`config.mk`:
```
export PLATFORM = sky130hd
export DESIGN_NAME = packet_framer_crc32_flat
export DESIGN_NICKNAME = d
export VERILOG_FILES = /design/src/rtl/pfc_pkg.sv /design/src/rtl/pfc_in_if.sv /design/src/rtl/pfc_out_if.sv /design/src/rtl/packet_framer_crc32.sv /design/src/rtl/pfc_fifo.sv /design/src/rtl/pfc_front.sv /design/src/rtl/pfc_back.sv /design/src/flat_wrapper.sv
export SDC_FILE = /design/constraint.sdc
export NUM_CORES = 1
export LEC_CHECK = 0
export ABC_AREA = 0
export BUFFER_PORTS_ARGS = -buffer_cell sky130_fd_sc_hd__buf_2
export CAP_MARGIN = 25
export CORE_MARGIN = 3
export CORE_UTILIZATION = 40
export DETAILED_ROUTE_END_ITERATION = 10
export SYNTH_ARGS = -nofsm -noshare
export SYNTH_HDL_FRONTEND = slang
export SYNTH_SLANG_ARGS = --single-unit
```
`constraint.sdc`:
```
create_clock -name clk -period 3.49 [get_ports clk]
set_clock_uncertainty 0.1 [all_clocks]
set_input_delay 0 -clock clk [delete_from_list [all_inputs] [get_ports clk]]
set_output_delay 0 -clock clk [all_outputs]
set_load 0.03 [all_outputs]
```
`src/rtl/pfc_pkg.sv`:
```
// Package with the shared types, constants and CRC function of the packet framer.
`default_nettype none

package pfc_pkg;

    localparam int PREAMBLE_LENGTH = 8;
    localparam int MAX_RESULTS     = 16;

    // Preamble bytes actually sent: the burst of one input stays within its result budget.
    localparam int PRE_COUNT = (PREAMBLE_LENGTH > MAX_RESULTS - 8) ? (MAX_RESULTS - 8)
                                                                   : PREAMBLE_LENGTH;
    localparam int PRE_CNT_W = $clog2(PRE_COUNT + 1);

    localparam logic [7:0]  PREAMBLE_BYTE = 8'd10;
    localparam logic [7:0]  HEADER_ZERO   = 8'd0;
    localparam logic [31:0] CRC_POLY      = 32'hEDB88320;
    localparam logic [31:0] CRC_INIT      = 32'hFFFFFFFF;

    localparam int FIFO_DEPTH = 4;
    localparam int FIFO_PTR_W = $clog2(FIFO_DEPTH);
    localparam int FIFO_CNT_W = $clog2(FIFO_DEPTH + 1);

    typedef struct packed {
        logic [7:0] payload_byte;
        logic [7:0] frame_length;
        logic       start;
        logic       last;
    } pfc_item_t;

    typedef struct packed {
        logic full;
        logic empty;
    } pfc_fifo_status_t;

    typedef enum logic [3:0] {
        PH_HEAD,
        PH_PRE,
        PH_LEN,
        PH_ZERO1,
        PH_ZERO2,
        PH_DATA,
        PH_CRC3,
        PH_CRC2,
        PH_CRC1,
        PH_CRC0
    } pfc_phase_t;

    // Reflected CRC-32 update over one byte, one bit per step.
    function automatic logic [31:0] crc_byte(input logic [31:0] crc_in, input logic [7:0] data);
        logic [31:0] crc;
        crc = crc_in ^ {24'd0, data};
        for (int b = 0; b < 8; b++)
        begin
            if (crc[0])
                crc = (crc >> 1) ^ CRC_POLY;
            else
                crc = crc >> 1;
        end
        return crc;
    endfunction

endpackage

`default_nettype wire

```
`src/rtl/pfc_in_if.sv`:
```
// Interface of the payload input channel.
`default_nettype none

interface pfc_in_if;
    logic       valid;
    logic       ready;
    logic [7:0] payload_byte;
    logic [7:0] frame_length;
    logic       last_byte;

    modport source (output valid, output payload_byte, output frame_length,
                    output last_byte, input ready);
    modport sink   (input valid, input payload_byte, input frame_length,
                    input last_byte, output ready);
endinterface

`default_nettype wire

```
`src/rtl/pfc_out_if.sv`:
```
// Interface of the framed byte output channel.
`default_nettype none

interface pfc_out_if;
    logic       valid;
    logic       ready;
    logic [7:0] out_byte;
    logic       end_of_frame;
    logic       end_of_burst;

    modport source (output valid, output out_byte, output end_of_frame,
                    output end_of_burst, input ready);
    modport sink   (input valid, input out_byte, input end_of_frame,
                    input end_of_burst, output ready);
endinterface

`default_nettype wire

```
`src/rtl/packet_framer_crc32.sv`:
```
// Top level of the packet framer with CRC-32 trailer.
`default_nettype none

// Each accepted payload beat produces one output beat per cycle while the
// receiver is ready: a beat that opens a frame produces PRE_COUNT preamble
// bytes, three header bytes and the payload byte, a beat marked last adds four
// CRC bytes (most significant first), and a middle beat produces just its own
// byte. Input is taken at one beat per cycle while the four-entry queue between
// front and back has room; the sustained rate is set by the back end's single
// output byte per cycle. A frame of N payload bytes gives PRE_COUNT + N + 7 bytes.
module packet_framer_crc32
    import pfc_pkg::*;
(
    input  wire logic clk,
    input  wire logic rst_n,
    pfc_in_if.sink    in_ch,
    pfc_out_if.source out_ch
);

    pfc_fifo_status_t fifo_status;
    pfc_item_t        push_item;
    pfc_item_t        head_item;
    logic             push;
    logic             pop;

    pfc_front u_front (
        .clk         (clk),
        .rst_n       (rst_n),
        .in_ch       (in_ch),
        .fifo_status (fifo_status),
        .push        (push),
        .push_item   (push_item)
    );

    pfc_fifo u_fifo (
        .clk       (clk),
        .rst_n     (rst_n),
        .push      (push),
        .push_item (push_item),
        .pop       (pop),
        .head_item (head_item),
        .status    (fifo_status)
    );

    pfc_back u_back (
        .clk         (clk),
        .rst_n       (rst_n),
        .head_item   (head_item),
        .fifo_status (fifo_status),
        .pop         (pop),
        .out_ch      (out_ch)
    );

    // The last CRC byte always closes the burst of the beat that caused it.
    assert property (@(posedge clk) disable iff (!rst_n)
        out_ch.valid && out_ch.end_of_frame |-> out_ch.end_of_burst)
        else $error("end_of_frame without end_of_burst");

    // An accepted beat is held in the queue until the back end has used it.
    assert property (@(posedge clk) disable iff (!rst_n)
        in_ch.valid && in_ch.ready |=> !fifo_status.empty)
        else $error("accepted beat missing from queue");

    // The back end never retires an entry from an empty queue.
    assert property (@(posedge clk) disable iff (!rst_n)
        pop |-> !fifo_status.empty)
        else $error("pop from empty queue");

endmodule

`default_nettype wire

```
`src/rtl/pfc_fifo.sv`:
```
// Short queue of classified payload beats between the front and the back.
`default_nettype none

module pfc_fifo
    import pfc_pkg::*;
(
    input  wire logic             clk,
    input  wire logic             rst_n,
    input  wire logic             push,
    input  wire pfc_item_t        push_item,
    input  wire logic             pop,
    output pfc_item_t             head_item,
    output pfc_fifo_status_t      status
);

    pfc_item_t               mem_reg [FIFO_DEPTH];
    logic [FIFO_PTR_W-1:0]   wr_ptr_reg, wr_ptr_next;
    logic [FIFO_PTR_W-1:0]   rd_ptr_reg, rd_ptr_next;
    logic [FIFO_CNT_W-1:0]   count_reg, count_next;
    logic                    do_push, do_pop;

    assign status.full  = (count_reg == FIFO_CNT_W'(FIFO_DEPTH));
    assign status.empty = (count_reg == '0);
    assign do_push      = push && !status.full;
    assign do_pop       = pop && !status.empty;
    assign head_item    = mem_reg[rd_ptr_reg];

    always_comb
    begin
        wr_ptr_next = do_push ? wr_ptr_reg + 1'b1 : wr_ptr_reg;
        rd_ptr_next = do_pop ? rd_ptr_reg + 1'b1 : rd_ptr_reg;
        count_next  = count_reg;
        if (do_push && !do_pop)
            count_next = count_reg + 1'b1;
        else if (do_pop && !do_push)
            count_next = count_reg - 1'b1;
    end

    always_ff @(posedge clk or negedge rst_n)
    begin
        if (!rst_n)
        begin
            wr_ptr_reg <= '0;
            rd_ptr_reg <= '0;
            count_reg  <= '0;
        end
        else
        begin
            wr_ptr_reg <= wr_ptr_next;
            rd_ptr_reg <= rd_ptr_next;
            count_reg  <= count_next;
        end
    end

    always_ff @(posedge clk)
    begin
        if (do_push)
            mem_reg[wr_ptr_reg] <= push_item;
    end

endmodule

`default_nettype wire

```
`src/rtl/pfc_front.sv`:
```
// Front end: accepts payload beats and marks the first beat of each frame.
`default_nettype none

module pfc_front
    import pfc_pkg::*;
(
    input  wire logic             clk,
    input  wire logic             rst_n,
    pfc_in_if.sink                in_ch,
    input  wire pfc_fifo_status_t fifo_status,
    output logic                  push,
    output pfc_item_t             push_item
);

    logic in_frame_reg, in_frame_next;

    assign in_ch.ready = !fifo_status.full;
    assign push        = in_ch.valid && !fifo_status.full;

    always_comb
    begin
        push_item.payload_byte = in_ch.payload_byte;
        push_item.frame_length = in_ch.frame_length;
        push_item.start        = !in_frame_reg;
        push_item.last         = in_ch.last_byte;
        in_frame_next          = push ? !in_ch.last_byte : in_frame_reg;
    end

    always_ff @(posedge clk or negedge rst_n)
    begin
        if (!rst_n)
            in_frame_reg <= 1'b0;
        else
            in_frame_reg <= in_frame_next;
    end

endmodule

`default_nettype wire

```
`src/rtl/pfc_back.sv`:
```
// Back end: expands queued beats into preamble, header, payload and CRC bytes.
`default_nettype none

module pfc_back
    import pfc_pkg::*;
(
    input  wire logic             clk,
    input  wire logic             rst_n,
    input  wire pfc_item_t        head_item,
    input  wire pfc_fifo_status_t fifo_status,
    output logic                  pop,
    pfc_out_if.source             out_ch
);

    pfc_phase_t             phase_reg, phase_next, cur_phase;
    logic [PRE_CNT_W-1:0]   pre_cnt_reg, pre_cnt_next;
    logic [31:0]            crc_reg, crc_next, crc_fin;
    logic                   out_valid_reg, out_valid_next;
    logic [7:0]             out_byte_reg, out_byte_next;
    logic                   out_eof_reg, out_eof_next;
    logic                   out_eob_reg, out_eob_next;
    logic                   load_ok, advance;

    assign load_ok = !out_valid_reg || out_ch.ready;
    assign advance = !fifo_status.empty && load_ok;
    assign crc_fin = ~crc_reg;

    assign out_ch.valid        = out_valid_reg;
    assign out_ch.out_byte     = out_byte_reg;
    assign out_ch.end_of_frame = out_eof_reg;
    assign out_ch.end_of_burst = out_eob_reg;

    always_comb
    begin
        if (phase_reg == PH_HEAD)
            cur_phase = head_item.start ? PH_PRE : PH_DATA;
        else
            cur_phase = phase_reg;

        phase_next     = phase_reg;
        pre_cnt_next   = pre_cnt_reg;
        crc_next       = crc_reg;
        pop            = 1'b0;
        out_byte_next  = out_byte_reg;
        out_eof_next   = out_eof_reg;
        out_eob_next   = out_eob_reg;
        out_valid_next = out_ch.ready ? 1'b0 : out_valid_reg;

        if (advance)
        begin
            out_valid_next = 1'b1;
            out_eof_next   = 1'b0;
            out_eob_next   = 1'b0;
            case (cur_phase)
                PH_PRE:
                begin
                    out_byte_next = PREAMBLE_BYTE;
                    if (pre_cnt_reg == PRE_CNT_W'(PRE_COUNT - 1))
                    begin
                        pre_cnt_next = '0;
                        phase_next   = PH_LEN;
                    end
                    else
                    begin
                        pre_cnt_next = pre_cnt_reg + 1'b1;
                        phase_next   = PH_PRE;
                    end
                end
                PH_LEN:
                begin
                    out_byte_next = head_item.frame_length;
                    phase_next    = PH_ZERO1;
                end
                PH_ZERO1:
                begin
                    out_byte_next = HEADER_ZERO;
                    phase_next    = PH_ZERO2;
                end
                PH_ZERO2:
                begin
                    out_byte_next = HEADER_ZERO;
                    phase_next    = PH_DATA;
                end
                PH_DATA:
                begin
                    out_byte_next = head_item.payload_byte;
                    crc_next      = crc_byte(head_item.start ? CRC_INIT : crc_reg,
                                             head_item.payload_byte);
                    if (head_item.last)
                        phase_next = PH_CRC3;
                    else
                    begin
                        out_eob_next = 1'b1;
                        pop          = 1'b1;
                        phase_next   = PH_HEAD;
                    end
                end
                PH_CRC3:
                begin
                    out_byte_next = crc_fin[31:24];
                    phase_next    = PH_CRC2;
                end
                PH_CRC2:
                begin
                    out_byte_next = crc_fin[23:16];
                    phase_next    = PH_CRC1;
                end
                PH_CRC1:
                begin
                    out_byte_next = crc_fin[15:8];
                    phase_next    = PH_CRC0;
                end
                PH_CRC0:
                begin
                    out_byte_next = crc_fin[7:0];
                    out_eof_next  = 1'b1;
                    out_eob_next  = 1'b1;
                    crc_next      = CRC_INIT;
                    pop           = 1'b1;
                    phase_next    = PH_HEAD;
                end
                default:
                begin
                    phase_next = PH_HEAD;
                end
            endcase
        end
    end

    always_ff @(posedge clk or negedge rst_n)
    begin
        if (!rst_n)
        begin
            phase_reg     <= PH_HEAD;
            pre_cnt_reg   <= '0;
            crc_reg       <= CRC_INIT;
            out_valid_reg <= 1'b0;
        end
        else
        begin
            phase_reg     <= phase_next;
            pre_cnt_reg   <= pre_cnt_next;
            crc_reg       <= crc_next;
            out_valid_reg <= out_valid_next;
        end
    end

    always_ff @(posedge clk)
    begin
        out_byte_reg <= out_byte_next;
        out_eof_reg  <= out_eof_next;
        out_eob_reg  <= out_eob_next;
    end

endmodule

`default_nettype wire

```
`src/flat_wrapper.sv`:
```
// flat-port wrapper written by rule: the top's interface ports become plain ports
module packet_framer_crc32_flat import pfc_pkg::*;
  (clk, rst_n, in_ch_valid, in_ch_payload_byte, in_ch_frame_length, in_ch_last_byte, in_ch_ready, out_ch_valid, out_ch_out_byte, out_ch_end_of_frame, out_ch_end_of_burst, out_ch_ready);
  pfc_in_if in_ch_i ();
  pfc_out_if out_ch_i ();
  input  wire logic clk;
  input  wire logic rst_n;
  input wire logic [$bits(in_ch_i.valid)-1:0] in_ch_valid;
  input wire logic [$bits(in_ch_i.payload_byte)-1:0] in_ch_payload_byte;
  input wire logic [$bits(in_ch_i.frame_length)-1:0] in_ch_frame_length;
  input wire logic [$bits(in_ch_i.last_byte)-1:0] in_ch_last_byte;
  output wire logic [$bits(in_ch_i.ready)-1:0] in_ch_ready;
  output wire logic [$bits(out_ch_i.valid)-1:0] out_ch_valid;
  output wire logic [$bits(out_ch_i.out_byte)-1:0] out_ch_out_byte;
  output wire logic [$bits(out_ch_i.end_of_frame)-1:0] out_ch_end_of_frame;
  output wire logic [$bits(out_ch_i.end_of_burst)-1:0] out_ch_end_of_burst;
  input wire logic [$bits(out_ch_i.ready)-1:0] out_ch_ready;
  assign in_ch_i.valid = in_ch_valid;
  assign in_ch_i.payload_byte = in_ch_payload_byte;
  assign in_ch_i.frame_length = in_ch_frame_length;
  assign in_ch_i.last_byte = in_ch_last_byte;
  assign in_ch_ready = in_ch_i.ready;
  assign out_ch_valid = out_ch_i.valid;
  assign out_ch_out_byte = out_ch_i.out_byte;
  assign out_ch_end_of_frame = out_ch_i.end_of_frame;
  assign out_ch_end_of_burst = out_ch_i.end_of_burst;
  assign out_ch_i.ready = out_ch_ready;
  packet_framer_crc32 u_core (.clk(clk), .rst_n(rst_n), .in_ch(in_ch_i), .out_ch(out_ch_i));
endmodule
```
### Yosys cells after proc, flatten, opt, wreduce, memory -nomap -nowiden

Memory sizes are Yosys's and may differ from the RTL's.
Index checks and enable logic that the tools add are counted.

| storage, ports and cells | value |
|---|---|
| bits in writable memories | 72 |
| memories | 1 |
| flip-flop bits (word level) | 59 |
| bits of input ports | 21 |
| output and inout port bits | 12 |
| word-level logic and storage cells | 103 |

| cells by class | value |
|---|---|
| equality and inequality tests | 11 |
| reductions and logical operators | 24 |
| $add $sub $neg | 5 |
| bitwise gates (word level) | 10 |
| multiplexer cells | 41 |

Memory list:

| memory | words | bits a word | read ports | clocked after memory_dff | wr ports | line | text |
|---|---|---|---|---|---|---|---|
| u_core.u_fifo.mem_reg | 4 | 18 | 1 | 0 | 1 | pfc_fifo.sv:16 | `pfc_item_t mem_reg [FIFO_DEPTH];` |

Operators with widths:

| kind | count |
|---|---|
| 2-to-1 mux 32 bit | 23 |
| NOT 13 -> 14 bit | 8 |
| one-hot mux 32 bit (2 select lines) | 1 |
| one-hot mux 8 bit (8 select lines) | 1 |
| NOT 32 bit | 1 |
| one-hot mux 4 bit (8 select lines) | 1 |
| XOR 32 x 8 -> 32 bit | 1 |
| equality test 4 x 3 -> 1 bit, second input constant | 5 |
| 2-to-1 mux 3 bit | 4 |
| equality test 4 x 2 -> 1 bit, second input constant | 2 |
| equality test 4 bit, second input constant | 2 |
| 2-to-1 mux 4 bit | 2 |
| nonzero test 8 bit | 1 |
| logical NOT 1 bit | 7 |
| 2-to-1 mux 1 bit | 7 |
| logical AND 1 bit | 6 |
| AND reduction 2 bit | 3 |
| nonzero test 2 bit | 3 |
| adder 2 x 1 -> 2 bit, second input constant | 2 |
| adder 4 x 1 -> 4 bit, second input constant | 1 |
| equality test 4 x 1 -> 1 bit, second input constant | 1 |
| logical NOT 4 bit | 1 |
| adder 3 x 1 -> 3 bit, second input constant | 1 |
| equality test 3 bit, second input constant | 1 |
| 6 further kinds | 6 |

### Depth between registers and ports, before layout

An unclocked memory read counts as a cell.

| logic depth | value |
|---|---|
| word-level depth | 34 |
| gate-level depth with buffers | 12 |
| mapped depth without buffers | 10 |

### By module

From an unflattened synthesis, not the netlist that was laid out.

| unflattened totals | value |
|---|---|
| cell total of the unflattened synthesis | 523 |
| area total of the unflattened synthesis | 6713.9 um2 |

Modules (own cells, without submodules):

| module | times used | seq. area each (um2) | cells an instance | area each (um2) |
|---|---|---|---|---|
| pfc_back | 1 | 1366.3 | 371 | 3514.6 |
| pfc_fifo | 1 | 2337.2 | 130 | 3015.4 |
| pfc_front | 1 | 25.0 | 22 | 183.9 |

### Worst setup path before layout

OpenSTA, ideal clock, no wires.

| timing | value |
|---|---|
| path kind | reg-to-reg |
| from | register u_core.u_fifo.rd_ptr_reg[0] |
| to | register u_core.u_fifo.count_reg[1] |
| clock period less this slack | 3.203 ns |
| buffers on the path | 2 |
| slack | 0.287 ns |
| setup time | 0.125 ns |
| data required time | 3.265 ns |
| arrival | 2.979 ns |
| stages on the path, launching flop included | 11 |
| path through | dfrtp_1 > buf_6 > mux4_2 > buf_2 > o21a_1 > o31a_1 > or3_1 > ha_1 > inv_1 > fa_1 > mux2_2 |

| between the ends | value |
|---|---|
| word-level cells in the longest chain between the ends | 10 |
| elaborated cells between the ends (all ways) | 14 |
| classes of those cells | eq/ne: 2; mux: 6; reduce/logical: 5; memory: 1 |

RTL lines:

| what | line | text |
|---|---|---|
| from (decl) | pfc_fifo.sv:18 | `logic [FIFO_PTR_W-1:0] rd_ptr_reg, rd_ptr_next;` |
| from (signal assigned) | pfc_fifo.sv:50 | `rd_ptr_reg <= rd_ptr_next;` |
| memory (4 x 18 bit) * | -- |  |
| 2-to-1 mux 3 bit | pfc_back.sv:36 | `cur_phase = head_item.start ? PH_PRE : PH_DATA;` |
| 2-to-1 mux 4 bit | pfc_back.sv:35 | `if (phase_reg == PH_HEAD)` |
| equality test 4 bit / equality test 4 x 3 -> 1 bit (equally long branches) | pfc_back.sv:54 | `case (cur_phase)` |
| one-hot mux 1 bit (2 select lines) * | pfc_back.sv:54 |  |
| 2-to-1 mux 1 bit * | pfc_back.sv:49 | `if (advance)` |
| logical AND 1 bit * | pfc_fifo.sv:25 | `assign do_pop = pop && !status.empty;` |
| logical NOT 1 bit * | pfc_fifo.sv:33 | `if (do_push && !do_pop)` |
| logical AND 1 bit * | pfc_fifo.sv:33 |  |
| 2-to-1 mux 3 bit * | pfc_fifo.sv:33 |  |
| via u_core.u_fifo.count_next[1] | pfc_fifo.sv:19 | `logic [FIFO_CNT_W-1:0] count_reg, count_next;` |
| to (signal assigned) | pfc_fifo.sv:51 | `count_reg <= count_next;` |
| to (decl) | pfc_fifo.sv:19 |  |

The timed path passes the listed nets; every way through them passes the cells marked *.
A chain may end at the register's enable or synchronous reset.

### Worst setup path after layout

| timing | value |
|---|---|
| from | register u_core.u_fifo.rd_ptr_reg[0] |
| to | register u_core.u_back.crc_reg[19] |

| between the ends | value |
|---|---|
| word-level cells in the longest chain between the ends | 32 |
| elaborated cells between the ends (all ways) | 39 |
| classes of those cells | eq/ne: 2; mux: 26; bitwise: 8; reduce/logical: 2; memory: 1 |

RTL lines:

| what | line | text |
|---|---|---|
| memory (4 x 18 bit) * | -- |  |
| 2-to-1 mux 32 bit | pfc_back.sv:87 | `crc_next = crc_byte(head_item.start ? CRC_INIT : crc_reg,` |
| XOR 32 x 8 -> 32 bit | pfc_pkg.sv:51 | `crc = crc_in ^ {24'd0, data};` |
| NOT 13 -> 14 bit (no line) | -- |  |
| 2-to-1 mux 32 bit | pfc_pkg.sv:54 | `if (crc[0])` |
| 2-to-1 mux 32 bit | pfc_back.sv:54 |  |
| 2-to-1 mux 32 bit | pfc_back.sv:49 |  |
| 2-to-1 mux 32 bit | pfc_pkg.sv:54 |  |
| [16 not listed] | -- |  |
| 2-to-1 mux 32 bit | pfc_back.sv:49 |  |
| NOT 13 -> 14 bit (no line) | -- |  |
| 2-to-1 mux 32 bit | pfc_pkg.sv:54 |  |
| 2-to-1 mux 32 bit | pfc_back.sv:54 |  |
| 2-to-1 mux 32 bit | pfc_back.sv:49 |  |
| NOT 13 -> 14 bit (no line) | -- |  |
| 2-to-1 mux 32 bit | pfc_pkg.sv:54 |  |
| one-hot mux 32 bit (2 select lines) | pfc_back.sv:54 |  |
| to (signal assigned) | pfc_back.sv:143 | `crc_reg <= crc_next;` |
| to (decl) | pfc_back.sv:17 | `logic [31:0] crc_reg, crc_next, crc_fin;` |

Every way passes the cells marked *; elsewhere a longest branch is shown, timed or not. The select of a mux whose other input is x is not followed.

==> run_results.csv <==
group,metric,value,unit
status,status,"completed",
synth,synth_compound_area_frac,0.0731,
layout,drive_gt1_frac,0.262,
timing,relSlewSlack,0.361,
global_route,grt_pass1_wl,22.5,mm
synth,netlist.area_leader.share,0.376,
layout,n_antenna_cell,0,
synth,yosys_register_bits,131,
placed_design,place_congestion,0.826,
job,maxCapViolCount,0,
clocking,cts.clk_slew.worst_paths,0.06,ns
layout,mostFrequentLayoutCells,"edfxtp_1, nor2_1, xnor2_1",
synth,synth_cells,489,
critical_path,endpoint_kind,"flop",
die,die-area,18000,um^2
synth,synth_nets,517,
route,vias,4020,
timing,fin_crit_sh,0.882,
clocking,cts_tree,"built",
route,route.detailed.drc,0,
clocking,cts_buffers,17,
die,std_cell_rows,46,
die,chipHeight,134,um
clocking,cts_sinks,131,
route,drtIter0Drc,254,
synth,synth_cell_types,56,
critical_path,cp_max_fo,8,
global_route,first_global_vias,4082,
synth,mappedNetlistArea,6550,um^2
synth,synthFlopType,"edfxtp_1",
layout,syn_to_final_growth,19.6,%
timing,setup_tns,0,ns
clocking,clk_path_buf_depth,2,
synth,syn_area_per_cell,13.4,um^2
die,fp.dieW,134,um
timing,final_hold_viol_count,0,
synth,synth_xor_area_frac,0.159,
synth,yosys.area_share.simple,0.0779,
global_route,track_usage,0.164,
synth,synth_edf_count,82,
synth,synth_largest_area_cell,"edfxtp_1",
timing,fin_crit,3.08,ns
route,wl,14.1,mm
clocking,cts-root-buf,"clkbuf_16",
timing,rsz0062_at_grt,"false",
layout,largest_reg_flops,72,
global_route,grt-ovfl-total,0,
synth,synthAdderAreaFrac,0.0145,
timing,worst_pin_slew,0.958,ns
timing,finalSetupViolCount,0,
route,drt_pass1_iterations,5,
placed_design,port_buffers,32,
synth,async_flop_share,0.374,
die,io_pins,33,
clocking,clock_latency,0.41,ns
synth,synth_warnings,0,
min_path,hold_path.class,"in2async",
critical_path,crit_type,"reg2reg",
synth,synthMuxAreaShare,0.0827,
clocking,htreeDepth,4,
timing,max_freq,325,MHz
placed_design,dpl.hpwl,9.45,mm
critical_path,max_stage_delay,0.78,ns
critical_path,required,3.73,ns
synth,synth_area_leaders,"edfxtp_1, dfstp_2, xnor2_1",
global_route,antenna_found_initial,0,
layout,final_common_cell,"edfxtp_1",
timing,slew_violations,0,
global_route,grt_max_degree,39,
die,fp.coreArea,15900,um^2
clocking,post_cts_resized,0,
die,initial_utilization,0.411,
critical_path,cp-start-kind,"flop",
synth,synth_top_family_by_area,"XOR/XNOR gates",
route,ant_nets,0,
route,wire_per_inst,18.0,um
timing,fin_hold_ws,0.159,ns
critical_path,cp_cell_sequence,"buf_4 > mux4_1 > xor2_2 > xnor2_4 > xor2_4 > xnor3_1 > a21oi_1",
layout,finish.net_count,580,
synth,ys_seq_area_frac,0.569,
critical_path,crit_slowest_cell,"mux4_1",
critical_path,worstPathArrival,3.32,ns
route,viasPerCell,5.15,
## critical path, delay by kind of cell, from the launching register on
kind            cells  cell delay (ns)
xor+xnor            4             1.36
mux                 1             0.78
flops               1             0.40
buf+inv             1             0.22
compound gates      1             0.15
## synth_stat cells, drive strengths merged, types with 8 or more instances
library cell  count
nor2             75
a21oi            33
dfstp            32
xnor3             8
edfxtp           82
clkbuf           12
nand2            22
dfrtp            17
xor2             20
o21ai             8
buf              15
mux2i             8
mux4             18
inv              10
xnor2            64
## path summary, 6_finish.rpt
path                                                               from                                      end  slack (ns)  cells past startpoint
worst max-delay path            u_core.u_fifo.rd_ptr_reg[0]$_DFFE_PN0P_    u_core.u_back.crc_reg[19]$_DFFE_PN1P_        0.41                      7
worst min-delay path                                              rst_n  u_core.u_fifo.rd_ptr_reg[1]$_DFFE_PN0P_        0.16                      2
worst max register to register  u_core.u_fifo.rd_ptr_reg[0]$_DFFE_PN0P_    u_core.u_back.crc_reg[19]$_DFFE_PN1P_        0.41                      7
worst min register to register   u_core.u_back.out_ch.valid$_DFFE_PN0P_   u_core.u_back.out_ch.valid$_DFFE_PN0P_        0.39                      2
max in group asynchronous                                         rst_n    u_core.u_back.crc_reg[12]$_DFFE_PN1P_        2.42                      3
min in group clk                                  in_ch_frame_length[7]    u_core.u_fifo.mem_reg[0][9]$_DFFE_PP_        0.24                      2
## cells by family (layout without fill, tap and decap cells)
logic type,Yosys count,count (layout)
adder cells (fa/ha/maj),7,7
flip-flops,131,131
AND/OR/NAND/NOR,120,120
AO/OA/AOI/OAI,72,72
buffers and inverters,37,113
multiplexers,30,30
XOR/XNOR,92,92
## per-layer routing
metal	vias to the layer above	share of wire	track usage
li1	1879	-	-
met2	91	0.50	0.264
met3	23	0.037	0.0323
met1	2027	0.44	0.223
met4	0	0.022	0.0611
met5	-	0	0
## timing repair
item / in CTS / in global routing
hold buffers: 21 / 0
setup buffers: 0 / 0
hold endpoints to repair: 82 / 0
## per-stage QoR
| step | instance area, um^2 | worst slack (ns) | cells | utilization |
|---|---|---|---|---|
| after CTS | 7840 | 0.390 | 781 | 0.492 |
| after detailed placement | 7020 | 0.382 | 728 | 0.441 |
| after global placement | 7020 | 0.441 | 728 | 0.441 |
| after global routing | 7840 | 0.243 | 781 | 0.492 |
| after floorplan | 6550 | 0.287 | 489 | - |
| final | 7840 | 0.411 | 781 | 0.492 |
## layout make-up
type / instances / area (um^2)
timing repair buffer: 71 / 518
sequential: 131 / 3730
clock buffer: 18 / 429
tap: 216 / 270
clock inverter: 14 / 178
multi-input combinational: 321 / 2680
inverter: 10 / 37.5
fill: 1380 / 8100
Power is left out: the tool's default activity adds up to more than one toggle a clock period on the data nets, which glitch-free logic cannot reach.
